File: config.mk
export PLATFORM = sky130hd
export DESIGN_NAME = lcd_mode_timing_sequencer_unit
export DESIGN_NICKNAME = d
export VERILOG_FILES = /design/src/hdl/lmts_pkg.sv /design/src/hdl/lmts_dot_unit.sv /design/src/hdl/lcd_mode_timing_sequencer_unit.sv
export SDC_FILE = /design/constraint.sdc
export NUM_CORES = 1
export LEC_CHECK = 0
export BUFFER_PORTS_ARGS = -buffer_cell sky130_fd_sc_hd__buf_4
export CORE_MARGIN = 8
export CORE_UTILIZATION = 59
export DETAILED_ROUTE_END_ITERATION = 6
export GPL_TIMING_DRIVEN = 0
export PLACE_DENSITY_LB_ADDON = 0.15
export SYNTH_ARGS = -nofsm -noshare
export SYNTH_HDL_FRONTEND = slang
export SYNTH_HIERARCHICAL = 1
export SYNTH_SLANG_ARGS = --single-unit
File: constraint.sdc
create_clock -name clk -period 3.04 [get_ports clk]
set_input_delay 0.608 -clock clk [delete_from_list [all_inputs] [get_ports clk]]
set_output_delay 0.608 -clock clk [all_outputs]
set_load 0.005 [all_outputs]
File: src/hdl/lmts_pkg.sv
// Shared types and timing constants for the LCD mode timing sequencer.
`timescale 1ns / 1ps

package lmts_pkg;

	// Dot timing of one frame.
	localparam int OAM_DOTS          = 80;
	localparam int TRANSFER_DOTS     = 172;
	localparam int HBLANK_DOTS       = 204;
	localparam int LAST_VISIBLE_LINE = 143;
	localparam int LINE_DOTS         = 456;
	localparam int VBLANK_DOTS       = 4560;

	// Widths of the counters and registers.
	localparam int DOT_CNT_W  = 13;
	localparam int LINE_CNT_W = 10;
	localparam int COUNT_W    = 4;
	localparam int CFG_IDX_W  = 2;
	localparam int CFG_DATA_W = 8;

	// Configuration register indexes.
	localparam logic [CFG_IDX_W-1:0] REG_LINE_COMPARE    = 2'd0;
	localparam logic [CFG_IDX_W-1:0] REG_STAT_IRQ_ENABLE = 2'd1;

	// STAT enable bit positions.
	localparam int EN_HBLANK = 0;
	localparam int EN_VBLANK = 1;
	localparam int EN_OAM    = 2;
	localparam int EN_MATCH  = 3;

	typedef enum logic [1:0] {
		MODE_HBLANK = 2'd0,
		MODE_VBLANK = 2'd1,
		MODE_OAM    = 2'd2,
		MODE_XFER   = 2'd3
	} mode_t;

	// Control from the sequencer to the dot unit.
	typedef struct packed {
		logic       step;
		logic [7:0] line_compare;
		logic [3:0] stat_en;
	} dot_ctl_t;

	// Status from the dot unit back to the sequencer.
	typedef struct packed {
		mode_t      mode;
		logic [7:0] line;
		logic [7:0] pixel_x;
		logic       vblank_hit;
		logic       stat_hit;
	} dot_sts_t;

endpackage

File: src/hdl/lmts_dot_unit.sv
// Single-dot step unit: holds the mode timing state and advances it one dot per step.
`timescale 1ns / 1ps

module lmts_dot_unit (
	input  logic               clk,
	input  logic               arst_n,
	input  lmts_pkg::dot_ctl_t ctl,
	output lmts_pkg::dot_sts_t sts
);

	localparam logic [lmts_pkg::DOT_CNT_W-1:0] OAM_LIM =
		lmts_pkg::DOT_CNT_W'(lmts_pkg::OAM_DOTS);
	localparam logic [lmts_pkg::DOT_CNT_W-1:0] XFER_LIM =
		lmts_pkg::DOT_CNT_W'(lmts_pkg::TRANSFER_DOTS);
	localparam logic [lmts_pkg::DOT_CNT_W-1:0] HBLANK_LIM =
		lmts_pkg::DOT_CNT_W'(lmts_pkg::HBLANK_DOTS);
	localparam logic [lmts_pkg::DOT_CNT_W-1:0] VBLANK_LIM =
		lmts_pkg::DOT_CNT_W'(lmts_pkg::VBLANK_DOTS);
	localparam logic [lmts_pkg::LINE_CNT_W-1:0] LINE_LAST =
		lmts_pkg::LINE_CNT_W'(lmts_pkg::LINE_DOTS - 1);
	localparam logic [7:0] LAST_LINE = 8'(lmts_pkg::LAST_VISIBLE_LINE);

	lmts_pkg::mode_t                  mode_q, mode_n;
	logic [lmts_pkg::DOT_CNT_W-1:0]   cnt_q, cnt_n;
	logic [lmts_pkg::LINE_CNT_W-1:0]  sub_q, sub_n;
	logic [7:0]                       line_q, line_n, line_a;
	logic [7:0]                       x_q, x_n;
	logic                             chg;
	lmts_pkg::mode_t                  nxt;
	logic                             vb_hit, st_hit;

	// Next state for one dot. The sub counter tracks the dot counter modulo the line length.
	always_comb begin
		line_a = line_q;
		x_n    = x_q;
		chg    = 1'b0;
		nxt    = mode_q;
		vb_hit = 1'b0;
		st_hit = 1'b0;
		unique case (mode_q)
			lmts_pkg::MODE_OAM: begin
				if (cnt_q == OAM_LIM) begin
					chg = 1'b1;
					nxt = lmts_pkg::MODE_XFER;
				end
			end
			lmts_pkg::MODE_XFER: begin
				x_n = x_q + 8'd1;
				if (cnt_q == XFER_LIM) begin
					chg = 1'b1;
					nxt = lmts_pkg::MODE_HBLANK;
				end
			end
			lmts_pkg::MODE_HBLANK: begin
				if (cnt_q == HBLANK_LIM) begin
					chg = 1'b1;
					nxt = (line_q == LAST_LINE) ? lmts_pkg::MODE_VBLANK : lmts_pkg::MODE_OAM;
				end
			end
			lmts_pkg::MODE_VBLANK: begin
				if (sub_q == '0) begin
					line_a = line_q + 8'd1;
				end
				if (cnt_q == VBLANK_LIM) begin
					chg = 1'b1;
					nxt = lmts_pkg::MODE_OAM;
				end
			end
		endcase
		line_n = line_a;

		// Line match is checked after any VBlank line advance, before the mode change.
		if (line_a == ctl.line_compare && ctl.stat_en[lmts_pkg::EN_MATCH]) begin
			st_hit = 1'b1;
		end

		if (chg) begin
			unique case (nxt)
				lmts_pkg::MODE_OAM: begin
					x_n    = 8'd0;
					line_n = (mode_q == lmts_pkg::MODE_VBLANK) ? 8'd0 : line_a + 8'd1;
					st_hit = st_hit | ctl.stat_en[lmts_pkg::EN_OAM];
				end
				lmts_pkg::MODE_VBLANK: begin
					vb_hit = 1'b1;
					st_hit = st_hit | ctl.stat_en[lmts_pkg::EN_VBLANK];
				end
				lmts_pkg::MODE_HBLANK: begin
					st_hit = st_hit | ctl.stat_en[lmts_pkg::EN_HBLANK];
				end
				lmts_pkg::MODE_XFER: begin
				end
			endcase
			mode_n = nxt;
			cnt_n  = '0;
			sub_n  = '0;
		end else begin
			mode_n = mode_q;
			cnt_n  = cnt_q + lmts_pkg::DOT_CNT_W'(1);
			sub_n  = (sub_q == LINE_LAST) ? '0 : sub_q + lmts_pkg::LINE_CNT_W'(1);
		end
	end

	// Timing state registers.
	always_ff @(posedge clk or negedge arst_n) begin
		if (!arst_n) begin
			mode_q <= lmts_pkg::MODE_OAM;
			cnt_q  <= '0;
			sub_q  <= '0;
			line_q <= 8'd0;
			x_q    <= 8'd0;
		end else if (ctl.step) begin
			mode_q <= mode_n;
			cnt_q  <= cnt_n;
			sub_q  <= sub_n;
			line_q <= line_n;
			x_q    <= x_n;
		end
	end

	assign sts.mode       = mode_q;
	assign sts.line       = line_q;
	assign sts.pixel_x    = x_q;
	assign sts.vblank_hit = vb_hit;
	assign sts.stat_hit   = st_hit;

	// The state only moves on a step.
	a_hold_when_idle: assert property (@(posedge clk) disable iff (!arst_n)
		!ctl.step |=> $stable(mode_q) && $stable(line_q) && $stable(x_q) && $stable(cnt_q))
		else $error("dot state changed without a step");

	// The OAM scan counter never runs past its limit.
	a_oam_limit: assert property (@(posedge clk) disable iff (!arst_n)
		mode_q == lmts_pkg::MODE_OAM |-> cnt_q <= OAM_LIM)
		else $error("OAM scan counter past its limit");

	// Visible modes only ever see visible lines.
	a_visible_line: assert property (@(posedge clk) disable iff (!arst_n)
		(mode_q == lmts_pkg::MODE_XFER || mode_q == lmts_pkg::MODE_HBLANK) |->
		line_q <= LAST_LINE)
		else $error("visible mode on a line past the last visible line");

	// The sub counter stays in step with the dot counter at mode entry.
	a_sub_clear: assert property (@(posedge clk) disable iff (!arst_n)
		cnt_q == '0 |-> sub_q == '0)
		else $error("line sub counter out of step with the dot counter");

endmodule

File: src/hdl/lcd_mode_timing_sequencer_unit.sv
// Top level: stream handshake, configuration registers and the dot sequencer.
// An item is handled in order: one dot step per dot of its count, then a step that closes
// the run, then the output register loads once the output is free.
// The dot unit advances one dot per cycle while dots of a run remain.
// Input is not ready while an item runs or while its result waits to be taken.
// Reset (arst_n low, asynchronous): OAM scan at line 0, x 0, dot counter 0,
// both configuration registers 0, no result pending.
`timescale 1ns / 1ps

module lcd_mode_timing_sequencer_unit (
	input  logic                              clk,
	input  logic                              arst_n,
	input  logic                              cfg_we,
	input  logic [lmts_pkg::CFG_IDX_W-1:0]    cfg_index,
	input  logic [lmts_pkg::CFG_DATA_W-1:0]   cfg_data,
	input  logic                              s_tvalid,
	output logic                              s_tready,
	input  logic [7:0]                        s_tdata, // [3:0] dot_count, [7:4] zero
	output logic                              m_tvalid,
	input  logic                              m_tready,
	// [0] vblank_irq, [1] stat_irq, [3:2] mode, [11:4] line, [19:12] pixel_x, [23:20] zero
	output logic [23:0]                       m_tdata
);

	typedef enum logic [1:0] {
		ST_IDLE,
		ST_RUN,
		ST_DONE
	} state_t;

	state_t                          state_q;
	logic [lmts_pkg::COUNT_W-1:0]    remain_q;
	logic                            vb_acc_q, st_acc_q;
	logic [7:0]                      line_compare_q;
	logic [3:0]                      stat_en_q;
	logic                            out_free;
	lmts_pkg::dot_ctl_t              ctl;
	lmts_pkg::dot_sts_t              sts;

	// Configuration registers; unknown indexes are dropped.
	always_ff @(posedge clk or negedge arst_n) begin
		if (!arst_n) begin
			line_compare_q <= 8'd0;
			stat_en_q      <= 4'd0;
		end else if (cfg_we) begin
			if (cfg_index == lmts_pkg::REG_LINE_COMPARE) begin
				line_compare_q <= cfg_data;
			end else if (cfg_index == lmts_pkg::REG_STAT_IRQ_ENABLE) begin
				stat_en_q <= cfg_data[3:0];
			end
		end
	end

	assign s_tready = (state_q == ST_IDLE);
	assign out_free = !m_tvalid || m_tready;

	assign ctl.step         = (state_q == ST_RUN) && (remain_q != '0);
	assign ctl.line_compare = line_compare_q;
	assign ctl.stat_en      = stat_en_q;

	lmts_dot_unit u_dot (
		.clk    (clk),
		.arst_n (arst_n),
		.ctl    (ctl),
		.sts    (sts)
	);

	// Sequencer: count down the dots, then load the output register.
	always_ff @(posedge clk or negedge arst_n) begin
		if (!arst_n) begin
			state_q  <= ST_IDLE;
			remain_q <= '0;
			vb_acc_q <= 1'b0;
			st_acc_q <= 1'b0;
			m_tvalid <= 1'b0;
			m_tdata  <= '0;
		end else begin
			// A taken result clears the output unless the next one loads in this cycle.
			if (m_tvalid && m_tready && state_q != ST_DONE) begin
				m_tvalid <= 1'b0;
			end
			unique case (state_q)
				ST_IDLE: begin
					if (s_tvalid) begin
						remain_q <= s_tdata[lmts_pkg::COUNT_W-1:0];
						vb_acc_q <= 1'b0;
						st_acc_q <= 1'b0;
						state_q  <= ST_RUN;
					end
				end
				ST_RUN: begin
					if (remain_q != '0) begin
						remain_q <= remain_q - lmts_pkg::COUNT_W'(1);
						vb_acc_q <= vb_acc_q | sts.vblank_hit;
						st_acc_q <= st_acc_q | sts.stat_hit;
					end else begin
						state_q <= ST_DONE;
					end
				end
				ST_DONE: begin
					if (out_free) begin
						m_tvalid <= 1'b1;
						m_tdata  <= {4'd0, sts.pixel_x, sts.line, sts.mode, st_acc_q, vb_acc_q};
						state_q  <= ST_IDLE;
					end
				end
				default: begin
					state_q <= ST_IDLE;
				end
			endcase
		end
	end

	// A result only appears at the end of a run.
	a_result_after_run: assert property (@(posedge clk) disable iff (!arst_n)
		$rose(m_tvalid) |-> $past(state_q == ST_DONE))
		else $error("result presented outside the end of a run");

	// An accepted item always starts a run.
	a_accept_starts_run: assert property (@(posedge clk) disable iff (!arst_n)
		s_tvalid && s_tready |=> state_q == ST_RUN)
		else $error("accepted item did not start a run");

	// The dot unit steps only while dots remain.
	a_step_counts_down: assert property (@(posedge clk) disable iff (!arst_n)
		ctl.step |=> remain_q == $past(remain_q) - lmts_pkg::COUNT_W'(1))
		else $error("dot step without a count down");

endmodule
# Yosys cells after proc, flatten, opt, wreduce, memory -nomap -nowiden
# Index checks and enable logic that the tools add are counted.
# Widths: inputs -> output; s select.
[totals]
regBits = 82
out_inout_bits = 26
[classes]
n_addsub = 6
eq_ne = 20
muxes = 42
n_bitwise = 6
n_reduce_logical = 19
[op_table]
columns = ["op", "count"]
rows = [
  ["$mux 8", 8],
  ["$eq 13x8->1 const B", 2],
  ["$add 8x1->8 const B", 3],
  ["$mux 10", 2],
  ["$mux 2", 8],
  ["$mux 1", 14],
  ["$add 13x1->13 const B", 1],
  ["$eq 13x13->1 const B", 1],
  ["$eq 13x7->1 const B", 1],
  ["$mux 13", 1],
  ["$add 10x1->10 const B", 1],
  ["$eq 10x9->1 const B", 1],
  ["$logic_not 10->1", 1],
  ["$reduce_and 3->1", 3],
  ["$eq 2x1->1 const B", 4],
  ["$eq 2x2->1 const B", 4],
  ["$eq 8x8->1", 1],
  ["$eq 8x8->1 const B", 1],
  ["$logic_not 2->1", 4],
  ["$mux 4", 2],
  ["$ne 2x2->1 const B", 4],
  ["$pmux 2 s4", 1],
  ["$pmux 4 s2", 1],
  ["$pmux 2 s3", 1],
  ["other kinds (13)", 23],
]

# Depth between registers and ports, before layout
[depth]
word_depth = 12
depth_mapped = 11
depth_no_buf = 10

# Cells and area by module
# The synthesis kept the hierarchy.
[modules_own_cells]
columns = ["module", "n_inst", "cells_each", "area_per_inst_um2", "seq_area_each_um2"]
rows = [
  ["lmts_dot_unit", 1, 320, 2890.3, 1027.2],
  ["lcd_mode_timing_sequencer_unit", 1, 113, 1686.6, 1026.0],
]

# Least setup slack after synthesis
# Ideal clock, no wire load.
[synth_path]
path_kind = "register -> register"
startpoint = "register u_dot/cnt_q[0] (netlist bit)"
endpoint = "register u_dot.x_q[0]"
setup_time_ps = 130
arrival_ps = 2537
required_time_ps = 2910
path_slack_ps = 374
path_stages_with_launch = 10
path_buffers = 1
period_less_slack_ps = 2666
cell_sequence = "dfrtp_1 > inv_1 > ha_1 > or4b_1 > or4_1 > clkbuf_2 > o211a_2 > nor3_4 > nor3b_4 > nor2_1"
[synth_via]
elab_chain_len = 6
elab_cells_between_ends = 17
classes_between = "eq/ne: 5; mux: 12"
[synth_rtl]
columns = ["element", "line", "source"]
rows = [
  ["from (decl)", "lmts_dot_unit.sv:24", "logic [lmts_pkg::DOT_CNT_W-1:0] cnt_q, cnt_n;"],
  ["from (signal assigned)", "lmts_dot_unit.sv:114", "cnt_q <= cnt_n;"],
  ["$eq 13x13->1, or another cell as far along", "lmts_dot_unit.sv:64", "if (cnt_q == VBLANK_LIM) begin"],
  ["$mux 2, on equally long branches", "-", ""],
  ["$pmux 2 s4", "lmts_dot_unit.sv:40", "unique case (mode_q)"],
  ["$eq 2x2->1", "lmts_dot_unit.sv:78", "unique case (nxt)"],
  ["$mux 8", "lmts_dot_unit.sv:78", ""],
  ["$mux 8 (*)", "lmts_dot_unit.sv:77", "if (chg) begin"],
  ["to (signal assigned)", "lmts_dot_unit.sv:117", "x_q <= x_n;"],
  ["to (decl)", "lmts_dot_unit.sv:27", "logic [7:0] x_q, x_n;"],
]
# Every way passes the cells marked *; elsewhere a longest branch is shown, timed or not.
# A chain may end at the register's enable or synchronous reset.

# Worst setup path after layout
[layout_path]
startpoint = "register u_dot/cnt_q[0] (netlist bit)"
endpoint = "register st_acc_q"
[layout_via]
elab_chain_len = 9
elab_cells_between_ends = 22
classes_between = "eq/ne: 6; mux: 14; bitwise: 1; reduce/logical: 1"
[layout_rtl]
columns = ["element", "line", "source"]
rows = [
  ["$eq 13x13->1, or another cell as far along", "lmts_dot_unit.sv:64", ""],
  ["$mux 2, on equally long branches", "-", ""],
  ["$pmux 2 s4", "lmts_dot_unit.sv:40", ""],
  ["$eq 2x1->1, or another cell as far along", "lmts_dot_unit.sv:78", ""],
  ["$pmux 1 s3", "lmts_dot_unit.sv:78", ""],
  ["$mux 1 (*)", "lmts_dot_unit.sv:77", ""],
  ["via u_dot.st_hit", "lmts_dot_unit.sv:30", "logic vb_hit, st_hit;"],
  ["$or 1x1->1 (*)", "lcd_mode_timing_sequencer_unit.sv:95", "st_acc_q <= st_acc_q | sts.stat_hit;"],
  ["$mux 1 (*)", "lcd_mode_timing_sequencer_unit.sv:92", "if (remain_q != '0) begin"],
  ["$pmux 1 s2 (*)", "lcd_mode_timing_sequencer_unit.sv:82", "unique case (state_q)"],
  ["to (signal assigned)", "lcd_mode_timing_sequencer_unit.sv:95", ""],
  ["to (decl)", "lcd_mode_timing_sequencer_unit.sv:33", "logic vb_acc_q, st_acc_q;"],
]
# Mark *: on every way through the listed nets, which the timed path passes. The rest lies on a longest branch. The select of a mux whose other input is x is not followed.

==> impl_metrics.tcl <==
set metrics [dict create \
    cp_max_fo 7 \
    cp-endpoint "st_acc_q" \
    maxClockFrequency_mhz 337.2 \
    drc_errors 0 \
    multi_input_comb_area_um2 2419 \
    ys_top_cells_by_area "dfrtp_1 44%, xnor2_1 4.4%, mux2_1 4.2%" \
    setup-violations-final 0 \
    final-hold-violation-count 0 \
    synthTopCellsByCount "81 x dfrtp_1, 29 x nor2_1, 23 x xnor2_1" \
    clockBufferDepth 2 \
    antenna_found_initial 0 \
    clk_pin_slew_ns 0.09 \
    initial_core_util_pct 60.16 \
    via_per_inst 5.970 \
    placement.setup.worst_slack_ns -0.2538 \
    grt.total_usage_pct 18.64 \
    rsz0062_at_grt "false" \
    p_leak_nw 2.399 \
    synth_top_area_share_pct 44.29 \
    die_w_um 104.1 \
    r2r-start "u_dot/cnt_q[0]" \
    cp.depth 10 \
    ctsHtreeMaxLevel 3 \
    fin_hold_ws_ns 0.4109 \
    wl_per_cell_um 16.33 \
    grt_first_pass_wirelength_mm 16.85 \
    ff2ff_setup_slack_ns 0.07 \
    drt_iter0_drc 282 \
    synth_edf_count 0 \
    start_kind "flop" \
    die_h_um 104.1 \
    clock_latency_ns 0.35 \
    routed_wl_mm 9.717 \
    yosys_warnings 6 \
    slew_headroom_pct 33.82 \
    fin_worst_skew_ns 0.009078 \
    syn_to_final_growth_pct 15.20 \
    timing.final.max_slew_violations 0 \
    cp_slowest_cell "or4_1" \
    clock_sinks 82 \
    fillers 582 \
    finalSetupTns_ns 0 \
    coreArea_um2 7607 \
    synth.ff_latch_count 82 \
    endpoint_kind "flop" \
    grt_max_degree 83 \
    via_count 3552 \
    fin_nets 519 \
    synth_cell_types 72 \
    worst_pin_slew_ns 0.9927 \
    hold_path_class "primary input to async pin" \
    status "completed" \
    path_cells "inv_1 -> ha_2 -> or4b_4 -> or4_1 -> buf_2 -> o211a_4 -> a32oi_1 -> o31ai_2 -> buf_4 -> a22o_1" \
    boundaryPins 49 \
    peakVddDrop_v 0.0004430 \
    cp_data_arrival_time_ns 3.21 \
    path_delay_family "simple AND/OR/NAND/NOR gates" \
    n_antenna_cell 0 \
    drv_cap 0 \
    num_rows 32 \
    dr.pass1.iters 4 \
    rr_endpoint "st_acc_q" \
    detail-route-antenna-nets 0 \
    gr-total-overflow 0 \
    startpoint "u_dot/cnt_q[0]" \
    powerDensity_nw_per_um2 615.1 \
    cts_made_buffers 9 \
    numPortBuffers 40 \
    grt_pass1_vias 3561 \
    regArea_um2 2053 \
    routabilityCongestion 0.8861 \
    max_stage_delay_ns 0.50 \
    critPathBufInv 3 \
    netlist_area_um2 4577 \
    dieArea_um2 10830 \
    yosys.area.top_type "dfrtp_1" \
    path_class "flop to flop" \
    synth_ff_type "dfrtp_1" \
    drive_gt1_share_pct 21.30 \
    ys_seq_area_share_pct 44.86 \
    root_buffer "clkbuf_8" \
    avgSynthCellArea_um2 10.57 \
    cts_tree "done" \
    finalCriticalPeriod_ns 2.965 \
    syn_inst 433 \
    yosysMostFrequentCell "dfrtp_1" \
    dp_hpwl_mm 7.097 \
    critPathRequiredTime_ns 3.28 \
    async_flop_share_pct 100.0 \
    fin_crit_sh_pct 97.54 \
    worst_slack_ns 0.07467 \
    reg2regPathDepth 10 \
]
cell type report:
| class | instances | share of cell area [%] |
|---|---|---|
| buffer | 21 | 2.254 |
| clock buffer | 10 | 2.610 |
| clock inverter | 6 | 0.9255 |
| inverter | 16 | 1.139 |
| multi-input combinational | 317 | 45.87 |
| sequential | 82 | 38.94 |
| tap | 102 | 2.420 |
| timing repair buffer | 41 | 5.838 |
worst min path at each step:
stage                           start                end  slack [ns]  cells after the start
after floorplan                arst_n  line_compare_q[0]        0.31                      0
after global placement    m_tdata[14]        m_tdata[14]        0.47                      1
after detailed placement  m_tdata[15]        m_tdata[15]        0.48                      1
after CTS                      arst_n        remain_q[3]        0.45                      1
after global routing      cfg_data[4]  line_compare_q[4]        0.48                      2
final                          arst_n        remain_q[3]        0.41                      1
worst register-to-register path: cells and delay by family, from the launching register on:
family	cells	cell delay, ns
and+or+nand+nor	2	0.97
AOI/OAI and AO/OA	4	0.82
buffers and inverters	3	0.45
DFF	1	0.40
adders and majority gates	1	0.21
registers in the layout, indices dropped and copies added (netlist names), 2 cells and up:
register and count:
state_q 2, u_dot/x_q 8, u_dot/line_q 8, remain_q 4, u_dot/cnt_q 13, m_tdata 20
u_dot/mode_q 2, u_dot/sub_q 10, line_compare_q 8, stat_en_q 4
power by group:
group / total (mW) / internal (mW) / switching (mW)
Clock: 0.745 / 0.327 / 0.417
Combinational: 1.04 / 0.455 / 0.589
Sequential: 1.45 / 1.26 / 0.198
Total: 3.24 / 2.04 / 1.20
what timing repair did:
item                                   in CTS  in global routing
pin swaps                                   1                  1
hold buffers                                0                  0
setup endpoints to repair                   8                 10
endpoints found under the hold margin       0                  0
resized for setup                           4                  9
setup buffers                               1                  0
placed cells by master, fill, tap and decap left out, types with 3 or more instances in the layout:
cell | Yosys | layout
inv_6 | 0 | 3
clkinvlp_4 | 0 | 3
a22o_1 | 8 | 8
nand4_1 | 11 | 11
buf_4 | 6 | 47
a21oi_1 | 9 | 9
nand3_1 | 22 | 22
nor2_1 | 29 | 28
o2bb2ai_1 | 8 | 8
o31ai_1 | 5 | 4
nand2b_1 | 8 | 8
xnor2_1 | 23 | 23
or4_1 | 6 | 6
nor2b_1 | 5 | 5
mux2_1 | 17 | 17
nand2_1 | 22 | 22
a31oi_1 | 3 | 3
and3_1 | 12 | 12
mux2_2 | 16 | 16
nor3b_1 | 4 | 3
o22ai_1 | 3 | 3
xor2_1 | 12 | 12
ha_1 | 8 | 7
conb_1 | 1 | 4
clkbuf_8 | 0 | 10
inv_1 | 16 | 16
nor3_1 | 7 | 7
o21ai_0 | 15 | 14
mux2i_1 | 5 | 5
and2_1 | 3 | 3
dfrtp_1 | 81 | 81
clkbuf_1 | 9 | 9
per-stage QoR:
| step | std cells | power, mW | area (um^2) | util (%) |
|---|---|---|---|---|
| after CTS | 595 | 3.241 | 5239 | 68.87 |
| after detailed placement | 578 | 2.472 | 5016 | 65.94 |
| final | 595 | 3.243 | 5273 | 69.31 |
| after global routing | 595 | 3.454 | 5273 | 69.31 |
| after floorplan | 436 | 2.162 | 4588 | - |
| after global placement | 578 | 2.426 | 5016 | 65.94 |
layer usage:
layer	global-route usage [%]	routed length, um	up-vias
met3	4.213	582	16
met4	7.446	193	0
met2	30.93	4638	108
met1	22.98	4303	1743
li1	-	-	1685
met5	0	0	-
logic make-up (layout without fill, tap and decap cells):
kind of cell,after synthesis,after routing,synth area share [%]
AND/OR/NAND/NOR,158,158,20.59
flip-flops,82,82,44.86
AO/OA/AOI/OAI,72,72,11.48
multiplexers,38,38,9.213
XOR/XNOR,37,37,7.682
buffers and inverters,37,94,3.909
adder cells (fa/ha/maj),8,8,2.187
other,1,4,0.08193
Note: power is estimated with default switching activity, not from simulation.
